===== config.mk =====
export PLATFORM = sky130hd
export DESIGN_NAME = wsh_ram
export DESIGN_NICKNAME = d
export VERILOG_FILES = /design/src/wsh_ram.sv
export SDC_FILE = /design/constraint.sdc
export NUM_CORES = 1
export LEC_CHECK = 0
export BUFFER_PORTS_ARGS = -buffer_cell sky130_fd_sc_hd__buf_2
export CAP_MARGIN = 5
export CORE_UTILIZATION = 42
export DETAILED_ROUTE_END_ITERATION = 7
export GPL_TIMING_DRIVEN = 0
export SLEW_MARGIN = 20
export SYNTH_ARGS = -nofsm -noshare
export SYNTH_HDL_FRONTEND = slang
export SYNTH_SLANG_ARGS = --single-unit

===== constraint.sdc =====
create_clock -name clk -period 1.6 [get_ports clk]
set_clock_uncertainty 0.2 [all_clocks]
set_input_delay 0.08 -clock clk [delete_from_list [all_inputs] [get_ports clk]]
set_output_delay 0.08 -clock clk [all_outputs]
set_load 0.1 [all_outputs]

===== src/wsh_ram.sv =====
// ----------------------------------------------------------------------------
// wsh_ram
// generic single write, single read ram with registered read data
// ----------------------------------------------------------------------------
module wsh_ram #(
    parameter int WIDTH = 8,
    parameter int DEPTH = 16
) (
    input  logic                     clk,
    input  logic                     we,
    input  logic [$clog2(DEPTH)-1:0] waddr,
    input  logic [WIDTH-1:0]         wdata,
    input  logic [$clog2(DEPTH)-1:0] raddr,
    output logic [WIDTH-1:0]         rdata
);

    logic [WIDTH-1:0] mem_reg [DEPTH];
    logic [WIDTH-1:0] rdata_reg;

    always_ff @(posedge clk)
    begin
        if (we)
        begin
            mem_reg[waddr] <= wdata;
        end
        rdata_reg <= mem_reg[raddr];
    end

    assign rdata = rdata_reg;

endmodule


==> impl_metrics.toml <==
[status]
outcome = "completed"

[pwr]
ir_worst_vdd_mv = 1.25
leakagePower_nw = 2.09
finalPower_mw = 9.07
p_comb_frac = 0.065
p_int_mw = 7.22
clockPowerShare = 0.493
seqPwrFrac = 0.442
switching_power_mw = 1.84
switching_share = 0.203
power_density_nw_per_um2 = 1450

[floorplanning]
io_pins = 26
fp.dieW_um = 113
rows = 40
die_h_um = 113
dieArea_um2 = 12700
initial_core_util = 0.430
core-area_um2 = 12000

[sta]
min_period_ps = 1580
setup_ws_ps = 23.4
finalSetupTns_ps = 0
hold_viol_final = 0
setup_viol = 0
max_slew_margin = 0.391
fmax_ghz = 0.634
worst_pin_slew_ps = 911
rsz0062_at_grt = "false"
maxSlewViolCount = 0
fin_crit_sh = 0.985

[critical_path]
crit_fanout = 1
r2r-end = "rdata[7]$_DFF_P_"
reg2reg_slack_ps = 20
cp-start-kind = "register"
cp-startpoint = "mem_reg[2][7]$_DFFE_PP_"
reg2regPathDepth = 3
end_kind = "register"
r2r_start = "mem_reg[2][7]$_DFFE_PP_"
crit_required_ps = 1690
cp-endpoint = "rdata[7]$_DFF_P_"
crit_arrival_ps = 1670
critical_path_class = "register to register"

[layout]
largest_reg_flops = 128
fill_cells = 960
fin_util = 0.523
regArea_um2 = 4000
multiInputGateArea_um2 = 1100
final_cells = 440
fin_nets = 298
insertedDiodeCount = 0
drive_above_1_share = 0.355
syn_to_final_growth_pct = 21.6

[synthesis]
synth_area_leader_cell = "edfxtp_1"
synth_edf_count = 128
synth_area_um2 = 5150
seq_area_frac_synth = 0.778
syn_avg_cell_area_um2 = 22.5
synth_area_leaders = "edfxtp_1 75%, mux4_2 7.9%, mux4_1 7.1%"
ys_ff_latch = 136
syn_inst = 229
async_flop_share = 0
yosysMostFrequentCell = "edfxtp_1"
synth_ff_type = "edfxtp_1"
ys_types = 19
ys_warn_count = 0
synth_top_area_frac = 0.747
yosys-top-cells-count = "128 x edfxtp_1, 18 x mux4_2, 16 x a22oi_1, 14 x mux4_1, 13 x nor2_1"
synth_nets = 247

[clock_network]
cts_tree = "yes"
path_clk_slew_ps = 60
clkSinkCount = 136
h-tree-depth = 4
clock_latency_ps = 410
cts_buffers = 17
root_buffer = "clkbuf_16"
cts_buffer_depth = 2

[worst_hold_path]
hp-start = "waddr[1]"
hold_depth = 2
hp-class = "primary input to register"

[detailed_routing]
wirelength_mm = 10.3
drtIter0Drc = 177
ant_nets = 0
drt_pass1_iterations = 7
avgRoutedWirePerCell_um = 23.4
vias_per_cell = 5.49
vias = 2417
drcViolationCount = 0

[flow_run]
maxCapViolCount = 0

[place]
io_buffers = 24
dpl_worst_slack_ps = -376
numPlacedInstances = 400
place_congestion = 0.776
dp_hpwl_mm = 6.38

[global_route]
grt_util_met2 = 0.274
gr-usage-met1 = 0.258
grt_max_degree = 17
track_usage = 0.182
antenna_found_initial = 0
grt_pass1_wl_mm = 15.7
busiest_layer = "met2"
use_met3 = 0.0509
grt-ovfl-total = 0
first_global_vias = 2517
==> worst min path at each step <==
stage	end
final	mem_reg[0][6]$_DFFE_PP_
after global routing	mem_reg[8][6]$_DFFE_PP_
after CTS	mem_reg[0][6]$_DFFE_PP_
after detailed placement	mem_reg[4][6]$_DFFE_PP_
after global placement	mem_reg[6][5]$_DFFE_PP_
after floorplan	mem_reg[0][0]$_DFFE_PP_
==> through the flow <==
step,hold slack (ps),cell area [um2]
floorplan,-21.1,5150
global placement,292,5460
detailed placement,302,5470
CTS,-12.2,6250
global route,3.02,6260
finish,1.72,6260
==> worst max-delay path, cell delays in order (launching register included) <==
cell	delay [ps]
edfxtp_1	370
mux4_2	500
a22oi_2	280
nand2_1	110
==> area by class of cell <==
cell class | count | share of cell area
multi-input combinational | 83 | 0.176
timing repair buffer | 32 | 0.0320
clock buffer | 17 | 0.0680
tap | 147 | 0.0294
clock inverter | 15 | 0.0408
buffer | 10 | 0.0138
sequential | 136 | 0.640
==> repair_timing <==
item / in CTS / in global routing
cloned: 0 / 0
setup buffers: 0 / 0
resized for setup: 5 / 10
endpoints found under the hold margin: 160 / 0
hold buffers: 8 / 0
endpoints found under the setup margin: 4 / 22
pin swaps: 1 / 4
==> routing by layer <==
metal | part of all wire | wire length, um
met5 | 0 | 0
met4 | 0.012 | 119
met3 | 0.035 | 359
met2 | 0.47 | 4870
met1 | 0.48 | 4960
==> cell usage in the layout, fill, tap and decap left out, drive strengths merged <==
cell type and instances:
nand2 9, nand2b 2, and2b 1, clkinv 6, nand3 1, nor2 13
or3b 1, dlygate4sd3 8, nand3b 2, dfxtp 8, nor2b 1, nor3 4
clkbuf 17, a22oi 16, and2 1, edfxtp 128, bufinv 7, mux4 32
buf 31, clkinvlp 2, clkdlybuf4s25 3
==> power by group through the flow <==
stage	Sequential [mW]	Clock (mW)	Combinational [mW]
after global placement	4.07	0	0.553
final	4.00	4.47	0.590
after global routing	4.01	4.67	0.624
after floorplan	4.25	0	0.202
after CTS	4.00	4.52	0.587
after detailed placement	4.08	0	0.562
==> logic make-up after synthesis <==
family	count (synthesis)	share of synthesized area
flops	136	0.778
buf+inv	10	0.0168
compound gates	16	0.0233
simple gates	35	0.0318
mux	32	0.150
Power figures use the tool's default switching activity.
