<file path="config.mk">
export PLATFORM = sky130hd
export DESIGN_NAME = wsh_md5
export DESIGN_NICKNAME = d
export VERILOG_FILES = /design/src/wsh_pkg.sv /design/src/wsh_md5.sv
export SDC_FILE = /design/constraint.sdc
export NUM_CORES = 1
export LEC_CHECK = 0
export BUFFER_PORTS_ARGS = -buffer_cell sky130_fd_sc_hd__buf_2
export CORE_MARGIN = 2
export CORE_UTILIZATION = 45
export CTS_CLUSTER_SIZE = 20
export DETAILED_ROUTE_END_ITERATION = 10
export PLACE_DENSITY = 0.64
export SLEW_MARGIN = 20
export SYNTH_ARGS = -nofsm -noshare
export SYNTH_HDL_FRONTEND = slang
export SYNTH_SLANG_ARGS = --single-unit
export TNS_END_PERCENT = 10
</file>
<file path="constraint.sdc">
create_clock -name clk -period 16.5 [get_ports clk]
set_clock_uncertainty 0.2 [all_clocks]
set_input_delay 0.825 -clock clk [delete_from_list [all_inputs] [get_ports clk]]
set_output_delay 0.825 -clock clk [all_outputs]
set_load 0.01 [all_outputs]
</file>
<file path="src/wsh_pkg.sv">
// ----------------------------------------------------------------------------
// wsh_pkg
// shared types, constants and md5 tables for the weighted simhash block
// ----------------------------------------------------------------------------
package wsh_pkg;

    localparam int LEN_W    = 13;      // document length width
    localparam int TEXT_MAX = 4096;    // saturation for the document length
    localparam int ACC_W    = 34;      // accumulator width
    localparam int WT_W     = 21;      // scaled weight width
    localparam int LANES    = 8;       // accumulators per memory row
    localparam int ROWS     = 16;      // memory rows
    localparam int ROW_AW   = 4;
    localparam int CNT_W    = 5;       // pass counter, counts to ROWS
    localparam int FP_W     = 128;

    localparam logic [31:0] MD5_A0 = 32'h67452301;
    localparam logic [31:0] MD5_B0 = 32'hefcdab89;
    localparam logic [31:0] MD5_C0 = 32'h98badcfe;
    localparam logic [31:0] MD5_D0 = 32'h10325476;

    localparam logic [0:0] REG_CENTER_WEIGHT = 1'b0;
    localparam logic [7:0] CENTER_WEIGHT_RST = 8'd8;

    typedef enum logic [1:0] {
        ST_IDLE,
        ST_HASH,
        ST_ACC,
        ST_LOAD
    } state_t;

    function automatic logic [31:0] md5_k(input logic [5:0] idx);
        logic [31:0] k;
        case (idx)
            6'd0:  k = 32'hd76aa478;  6'd1:  k = 32'he8c7b756;
            6'd2:  k = 32'h242070db;  6'd3:  k = 32'hc1bdceee;
            6'd4:  k = 32'hf57c0faf;  6'd5:  k = 32'h4787c62a;
            6'd6:  k = 32'ha8304613;  6'd7:  k = 32'hfd469501;
            6'd8:  k = 32'h698098d8;  6'd9:  k = 32'h8b44f7af;
            6'd10: k = 32'hffff5bb1;  6'd11: k = 32'h895cd7be;
            6'd12: k = 32'h6b901122;  6'd13: k = 32'hfd987193;
            6'd14: k = 32'ha679438e;  6'd15: k = 32'h49b40821;
            6'd16: k = 32'hf61e2562;  6'd17: k = 32'hc040b340;
            6'd18: k = 32'h265e5a51;  6'd19: k = 32'he9b6c7aa;
            6'd20: k = 32'hd62f105d;  6'd21: k = 32'h02441453;
            6'd22: k = 32'hd8a1e681;  6'd23: k = 32'he7d3fbc8;
            6'd24: k = 32'h21e1cde6;  6'd25: k = 32'hc33707d6;
            6'd26: k = 32'hf4d50d87;  6'd27: k = 32'h455a14ed;
            6'd28: k = 32'ha9e3e905;  6'd29: k = 32'hfcefa3f8;
            6'd30: k = 32'h676f02d9;  6'd31: k = 32'h8d2a4c8a;
            6'd32: k = 32'hfffa3942;  6'd33: k = 32'h8771f681;
            6'd34: k = 32'h6d9d6122;  6'd35: k = 32'hfde5380c;
            6'd36: k = 32'ha4beea44;  6'd37: k = 32'h4bdecfa9;
            6'd38: k = 32'hf6bb4b60;  6'd39: k = 32'hbebfbc70;
            6'd40: k = 32'h289b7ec6;  6'd41: k = 32'heaa127fa;
            6'd42: k = 32'hd4ef3085;  6'd43: k = 32'h04881d05;
            6'd44: k = 32'hd9d4d039;  6'd45: k = 32'he6db99e5;
            6'd46: k = 32'h1fa27cf8;  6'd47: k = 32'hc4ac5665;
            6'd48: k = 32'hf4292244;  6'd49: k = 32'h432aff97;
            6'd50: k = 32'hab9423a7;  6'd51: k = 32'hfc93a039;
            6'd52: k = 32'h655b59c3;  6'd53: k = 32'h8f0ccc92;
            6'd54: k = 32'hffeff47d;  6'd55: k = 32'h85845dd1;
            6'd56: k = 32'h6fa87e4f;  6'd57: k = 32'hfe2ce6e0;
            6'd58: k = 32'ha3014314;  6'd59: k = 32'h4e0811a1;
            6'd60: k = 32'hf7537e82;  6'd61: k = 32'hbd3af235;
            6'd62: k = 32'h2ad7d2bb;  6'd63: k = 32'heb86d391;
            default: k = 32'h0;
        endcase
        return k;
    endfunction

    function automatic logic [4:0] md5_s(input logic [3:0] idx);
        logic [4:0] s;
        case (idx)
            4'd0:  s = 5'd7;   4'd1:  s = 5'd12;  4'd2:  s = 5'd17;  4'd3:  s = 5'd22;
            4'd4:  s = 5'd5;   4'd5:  s = 5'd9;   4'd6:  s = 5'd14;  4'd7:  s = 5'd20;
            4'd8:  s = 5'd4;   4'd9:  s = 5'd11;  4'd10: s = 5'd16;  4'd11: s = 5'd23;
            4'd12: s = 5'd6;   4'd13: s = 5'd10;  4'd14: s = 5'd15;  4'd15: s = 5'd21;
            default: s = 5'd0;
        endcase
        return s;
    endfunction

endpackage

</file>
<file path="src/wsh_md5.sv">
// ----------------------------------------------------------------------------
// wsh_md5
// iterative md5 of a two-byte message, one round per cycle
// ----------------------------------------------------------------------------
module wsh_md5 (
    input  logic         clk,
    input  logic         rst_n,
    input  logic         start,
    input  logic [15:0]  code,
    output logic         done,
    output logic [127:0] digest
);

    logic [31:0]  a_reg, b_reg, c_reg, d_reg;
    logic [31:0]  b_next;
    logic [15:0]  code_reg;
    logic [5:0]   round_reg;
    logic         run_reg;
    logic         done_reg;
    logic [127:0] digest_reg;

    logic [31:0] f;
    logic [3:0]  g;
    logic [31:0] m;
    logic [31:0] t;
    logic [4:0]  s;
    logic [63:0] rot;

    always_comb
    begin
        case (round_reg[5:4])
            2'd0:
            begin
                f = (b_reg & c_reg) | (~b_reg & d_reg);
                g = round_reg[3:0];
            end
            2'd1:
            begin
                f = (d_reg & b_reg) | (~d_reg & c_reg);
                g = 4'(round_reg[3:0] * 4'd5 + 4'd1);
            end
            2'd2:
            begin
                f = b_reg ^ c_reg ^ d_reg;
                g = 4'(round_reg[3:0] * 4'd3 + 4'd5);
            end
            default:
            begin
                f = c_reg ^ (b_reg | ~d_reg);
                g = 4'(round_reg[3:0] * 4'd7);
            end
        endcase
        // message: bytes lo, hi, padding 0x80, bit length 16
        if (g == 4'd0)
        begin
            m = {8'h00, 8'h80, code_reg};
        end
        else if (g == 4'd14)
        begin
            m = 32'd16;
        end
        else
        begin
            m = 32'd0;
        end
        t      = f + a_reg + wsh_pkg::md5_k(round_reg) + m;
        s      = wsh_pkg::md5_s({round_reg[5:4], round_reg[1:0]});
        rot    = {t, t} << s;
        b_next = b_reg + rot[63:32];
    end

    always_ff @(posedge clk or negedge rst_n)
    begin
        if (!rst_n)
        begin
            run_reg   <= 1'b0;
            done_reg  <= 1'b0;
            round_reg <= '0;
        end
        else
        begin
            done_reg <= 1'b0;
            if (start)
            begin
                run_reg   <= 1'b1;
                round_reg <= '0;
            end
            else if (run_reg)
            begin
                round_reg <= round_reg + 6'd1;
                if (round_reg == 6'd63)
                begin
                    run_reg  <= 1'b0;
                    done_reg <= 1'b1;
                end
            end
        end
    end

    always_ff @(posedge clk)
    begin
        if (start)
        begin
            a_reg    <= wsh_pkg::MD5_A0;
            b_reg    <= wsh_pkg::MD5_B0;
            c_reg    <= wsh_pkg::MD5_C0;
            d_reg    <= wsh_pkg::MD5_D0;
            code_reg <= code;
        end
        else if (run_reg)
        begin
            a_reg <= d_reg;
            d_reg <= c_reg;
            c_reg <= b_reg;
            b_reg <= b_next;
            if (round_reg == 6'd63)
            begin
                digest_reg <= {wsh_pkg::MD5_D0 + c_reg, wsh_pkg::MD5_C0 + b_reg,
                               wsh_pkg::MD5_B0 + b_next, wsh_pkg::MD5_A0 + d_reg};
            end
        end
    end

    assign done   = done_reg;
    assign digest = digest_reg;

endmodule

</file>
==> impl_results.md, run 1 <==
* Gr usage total at 28.9%
* CTS tree: done
* Pre-antenna DRT Iters at 8
* CP max stage delay at 0.89 ns
* Sum Neg Setup Slack at 0 ns
* #FFs+latches synth at 280
* Sequential area share after synthesis at 29.4%
* Final Net Count at 3,054
* Syn Nets at 3,079
* Slew Viols, Final at 0
* Max reg flops at 128
* Global-route wire length before repair at 126,000 um
* Share of cells above drive strength 1 at 10.5%
* Proportion of synthesized area in mux cells at 8.79%
* Main synth FF type: edfxtp_1
* GR Overflow Total at 0
* Layout Area Growth over Synthesis at 8.77%
* Worst hold path class: input port to flop
* IO Port Bufs at 147
* Final core occ at 49.6%
* Filler Cell Count at 5,078
* Post-synth EDFFs at 144
* Root Buffer: clkbuf_16
* R2r worst-path depth at 41
* Die width at 235 um
* Synth top area share at 18.0%
* Complex-gate fraction of the synthesized area at 20.3%
* Dpl hpwl at 62,800 um
* # IOs at 148
* Final period util at 74.0%
* # clock sinks at 280
* Yosys Warn Count at 0
* Worst hold stages at 1
* Final setup fails at 0
* Hold Vio Cnt, Final at 0
* Synth area leader: edfxtp_1
* Largest family of logic cells by synthesized area: compound AO/OA/AOI/OAI gates
* Clock Tree Buf Depth at 3
* Vias in the first global route at 20,400
* Clk slew on worst S/H paths at 0.06 ns
* Site Rows at 84
* CP max-delay cell: nor4_1
* Die area at 55,300 um2
* Synth top area cells: edfxtp_1 18%, dfxtp_1 11%, mux2i_1 6.8%
* Vias per inst at 6.19
* Mapped Area at 24,100 um2
* Synth Area in XOR/XNOR at 8.57%
* RSZ-0062 raised after global routing: false
* Clk_lat worst skew at 0.58 ns
* Worst Path Required at 16.60 ns
* Initial DRC Count at 2,411
* Tightest Pin Transition at 1.21 ns
* Critical path startpoint category: flop
* Crit path time final at 12.21 ns
* ANT nets after route at 0
* MaxCap Viol Count at 0
* Placeable Area at 52,800 um2
* Setup CP Type: flop to flop
* DRT Wirelength at 83,100 um
* Vias at 22,100
* Post-Syn Area per Cell at 8.32 um2
* Wirelength per Cell at 23.2 um
* Asr flop ratio synth at 2.86%
* Critical-path maximum fanout at 62
* Initial core utilization at 45.6%
* FMAX at 0.0819 GHz
* Max_slew headroom at 18.4%
* Post-route cell area at 26,200 um2
* GPL Wtd Cong at 1.06
* Initial antenna violation count at 0
* DRC at 0
* CTS buffer count at 28
* Synth Instances at 2,893
* Post-synthesis cell type count at 92
* Post-Synth Adder-Cell Area at 10.4%
* Area after DPL at 25,100 um2
* Post-Synth Simple-Gate Area at 16.4%
* ANT cells at 0
* Setup crit end kind: flop
* Largest net degree at the start of global routing at 84
* CP Data Arrival Time at 12.32 ns
* Die Ht at 235 um
* CTS H-tree lvls at 1
* Status: finished clean
area by class of cell:
| class | instances | area (um2) | area share (%) |
|---|---|---|---|
| Multi-Input combinational cell | 2225 | 15500 | 59.4 |
| Sequential cell | 280 | 7100 | 27.1 |
| Timing Repair Buffer | 183 | 1010 | 3.86 |
| Tap cell | 688 | 861 | 3.29 |
| Clock buffer | 36 | 781 | 2.98 |
| Inverter | 150 | 563 | 2.15 |
| Clock inverter | 16 | 309 | 1.18 |
timing repair:
action / 4_1_cts / 5_1_grt
hold endpoints to repair: 8 / 0
setup buffers: 0 / 0
resized for setup: 0 / 0
hold buffers: 1 / 0
through the flow:
step                setup slack (ns)  instances  hold slack [ns]
floorplan                       4.90       2893            0.260
global placement                3.96       3525            0.284
detailed placement              4.24       3525            0.289
CTS                             4.20       3578            0.222
global route                    3.48       3578            0.226
finish                          4.29       3578            0.239
cell families (layout without fill, tap and decap cells):
| group | count (synthesis) | in the layout |
|---|---|---|
| adders and majority gates | 167 | 167 |
| muxes | 195 | 195 |
| xor gates and xnor gates | 234 | 234 |
| and+or+nand+nor | 883 | 883 |
| AOI/OAI and AO/OA | 746 | 746 |
| DFF | 280 | 280 |
| buffers and inverters | 388 | 385 |
cell usage in the layout (no fill, tap or decap), types with 65 or more instances in the layout:
cell type  count
a21oi_1      194
buf_2        146
dfxtp_1      128
edfxtp_1     144
ha_1         113
inv_1        146
mux2i_1      164
nand2_1      301
nor2_1       302
nor3_1        65
o21ai_0      136
xnor2_1      160
xor2_1        72
critical path: cells and delay by family (launching register included):
kind                       cells  cell delay [ns]
AOI/OAI and AO/OA             11             2.81
muxes                          2             0.98
DFF                            1             0.32
buffers and inverters          7             1.45
adders and majority gates      8             2.89
and+or+nand+nor               12             3.06
xor gates and xnor gates       1             0.18
metal layers:
layer / routed length, um / track usage [%] / vias to the layer above / part of all wire [%]
met5: 0 / 0 / - / 0
met4: 4020 / 12.1 / 0 / 4.8
met3: 5980 / 3.13 / 211 / 7.2
met2: 36600 / 45.5 / 1035 / 44
met1: 36500 / 40.5 / 10600 / 44
li1: - / - / 10200 / -
Yosys cell counts (66+ instances only):
cell type / count
nor2_1: 302
nand2_1: 301
a21oi_1: 194
clkbuf_1: 184
mux2i_1: 164
xnor2_1: 161
inv_1: 146
edfxtp_1: 144
o21ai_0: 138
dfxtp_1: 128
ha_1: 113
xor2_1: 72
nor3_1: 66
final timing paths:
check,from,end,slack [ns]
min in group asynchronous,rst_n,round_reg[3],0.50
max in group asynchronous,rst_n,run_reg,15.36
hold reg to reg,a_reg[28],a_reg[28],0.31
hold / removal,code[9],code_reg[9],0.24
setup reg to reg,round_reg[2],digest[63],4.29
setup / recovery,round_reg[2],digest[63],4.29
Power of run 1 is left out: the tool's default activity adds up to more than one toggle a clock period on the data nets, which glitch-free logic cannot reach.
==> run 2, diff against run 1 <==
--- a/config.mk
+++ b/config.mk
@@ -10,7 +10,7 @@
 export CORE_UTILIZATION = 45
 export CTS_CLUSTER_SIZE = 20
 export DETAILED_ROUTE_END_ITERATION = 10
-export PLACE_DENSITY = 0.64
+export PLACE_DENSITY = 0.66
 export SLEW_MARGIN = 20
 export SYNTH_ARGS = -nofsm -noshare
 export SYNTH_HDL_FRONTEND = slang
==> constraint.sdc (replaced) <==
create_clock -name clk -period 10.6 [get_ports clk]
set_clock_uncertainty 0.2 [all_clocks]
set_input_delay 0.53 -clock clk [delete_from_list [all_inputs] [get_ports clk]]
set_output_delay 0.53 -clock clk [all_outputs]
set_load 0.01 [all_outputs]
==> run 2 against run 1 <==
Net effect: flip-flop and latch count unchanged; utilization up 4.8 points; register-to-register slack lost 3.8 ns; first-iteration DRC count shrank 5.6%; sequential share of layout area decreased by 2.4 points; worst setup slack worse by 3.8 ns; wire length rose by 9.3%; critical endpoint is now digest[62]; worst hold slack got worse by 0.12 ns; via count grew 5.9%; clock-buffer cell count increased by 2.
==> impl_results.md, run 2 (synthesis gave the netlist of run 1 again) <==
* Status: finished clean
* CP max stage delay at 0.58 ns (-0.31 ns)
* Initial antenna violation count at 0 (unchanged)
* Hold Vio Cnt, Final at 0 (unchanged)
* Critical path startpoint category: flop
* Placeable Area at 52,800 um2 (unchanged)
* Global-route wire length before repair at 137,000 um (+9.2%)
* Max_slew headroom at 18.8% (+0.39 points)
* Most common cell after layout, fill and taps aside: buf_4
* Filler Cell Count at 4,859 (-4.3%)
* Slew Viols, Final at 0 (unchanged)
* CTS tree: done
* # IOs at 148 (unchanged)
* Vias in the first global route at 22,400 (+9.7%)
* Initial core utilization at 45.6% (unchanged)
* Layout Area Growth over Synthesis at 19.3%
* Largest net degree at the start of global routing at 106 (+26%)
* Final Net Count at 3,365 (+10%)
* Clock Tree Buf Depth at 3 (unchanged)
* Max reg flops at 128 (unchanged)
* Gr usage total at 31.9% (+2.9 points)
* DRC at 0 (unchanged)
* Die Ht at 235 um (unchanged)
* Die width at 235 um (unchanged)
* Cell mode on critical path: buf_4
* Share of cells above drive strength 1 at 19.3% (+8.8 points)
* CP max-delay cell: or4b_4
* Site Rows at 84 (unchanged)
* Setup crit end kind: flop
* Final setup fails at 0 (unchanged)
* ANT nets after route at 0 (unchanged)
* DRT Wirelength at 90,800 um (+9.3%)
* CP Data Arrival Time at 10.28 ns (-2.04 ns)
* Dpl hpwl at 70,400 um (+12%)
* Worst Path Required at 10.74 ns (-5.86 ns)
* Clk_lat worst skew at 0.59 ns (about the same)
* CTS buffer count at 29 (+3.6%)
* Worst hold path class: input port to async pin
* Setup ws final at 0.464 ns (-3.82 ns)
* Crit path time final at 10.14 ns (-2.08 ns)
* Hold Slack at 0.117 ns (-0.122 ns)
* Critical-path maximum fanout at 15 (-76%)
* Wirelength per Cell at 23.3 um (+0.55%)
* MaxCap Viol Count at 0 (unchanged)
* Final period util at 95.6% (+22 points)
* Setup CP Type: flop to flop
* CTS H-tree lvls at 1 (unchanged)
* Tightest Pin Transition at 1.21 ns (-0.00337 ns)
* Pre-CTS worst setup slack at -0.0301 ns (-4.27 ns)
* GPL Wtd Cong at 0.978 (-8.1%)
* Root Buffer: clkbuf_16
* IO Port Bufs at 147 (unchanged)
* Initial DRC Count at 2,275 (-5.6%)
* Die area at 55,300 um2 (unchanged)
* Vias per inst at 6.02 (-2.6%)
* Pre-antenna DRT Iters at 6 (-2)
* Commonest non-fill, non-tap cells in the layout: 321 x buf_4, 301 x nand2_1, 301 x nor2_1
* FMAX at 0.0987 GHz (+20%)
* # clock sinks at 280 (unchanged)
* Sum Neg Setup Slack at 0 ns (unchanged)
* GR Overflow Total at 0 (unchanged)
* Clk slew on worst S/H paths at 0.08 ns (+0.02 ns)
* ANT cells at 0 (unchanged)
* Vias at 23,400 (+5.9%)
[run 2: changes by cell type in the layout (fill, tap and decap cells not counted), sizes merged]
cell         before  now
clkinvlp          1    4
dlygate4sd3       1   17
clkinv            5    7
bufinv            8    3
buf             182  476
clkbuf           36   38
[run 2: layout make-up]
cell class              count  area, um2  share of cell area, %
inverters                 150        567                   1.97
multi-input cells        2225      15700                   54.8
repair buffers            493       3480                   12.1
flip-flops and latches    280       7100                   24.7
clock buffers              38        790                   2.75
clock inverters            16        183                  0.636
well taps                 688        861                   3.00
[run 2: timing repair]
action	4_1_cts	5_1_grt
gates cloned	0	0
hold endpoints to repair	24	0
buffers inserted	0	8
gates resized for setup	1	41
endpoints found under the setup margin	2	18
hold buffers	17	0
pin swaps	0	4
[run 2: per-layer routing]
metal  up-vias  routed length, um  global-route usage [%]
li1      10900                  -                       -
met5         -                  0                       0
met3       187               6180                    3.38
met1     11400              39100                    43.0
met4         0               3660                    12.1
met2      1001              41900                    52.8
[run 2: final timing paths]
| check | from | to | slack (ns) | depth (start not counted) |
|---|---|---|---|---|
| worst max-delay path | round_reg[0] | digest[62] | 0.46 | 43 |
| worst min-delay path | rst_n | round_reg[0] | 0.12 | 2 |
| worst max register to register | round_reg[0] | digest[62] | 0.46 | 43 |
| worst min register to register | a_reg[21] | a_reg[21] | 0.31 | 2 |
| max in group asynchronous | rst_n | run_reg | 9.85 | 2 |
| min in group clk | start | round_reg[5] | 0.12 | 2 |
[run 2: through the flow]
| step | cell area [um2] | instances | util [%] |
|---|---|---|---|
| floorplan | 24100 | 2893 | - |
| global placement | 27300 | 3811 | 51.8 |
| detailed placement | 27300 | 3811 | 51.8 |
| CTS | 28500 | 3882 | 54.0 |
| global route | 28700 | 3890 | 54.4 |
| finish | 28700 | 3890 | 54.4 |
[run 2: worst max-delay path: cells and delay by family (launching register included)]
family / cells / cell delay [ns]
compound gates: 16 / 3.11
fa+ha+maj: 7 / 2.38
simple gates: 7 / 1.97
buf+inv: 9 / 1.13
flops: 1 / 0.46
xor+xnor: 3 / 0.46
mux: 1 / 0.19
Power of run 2 is left out for the same reason.
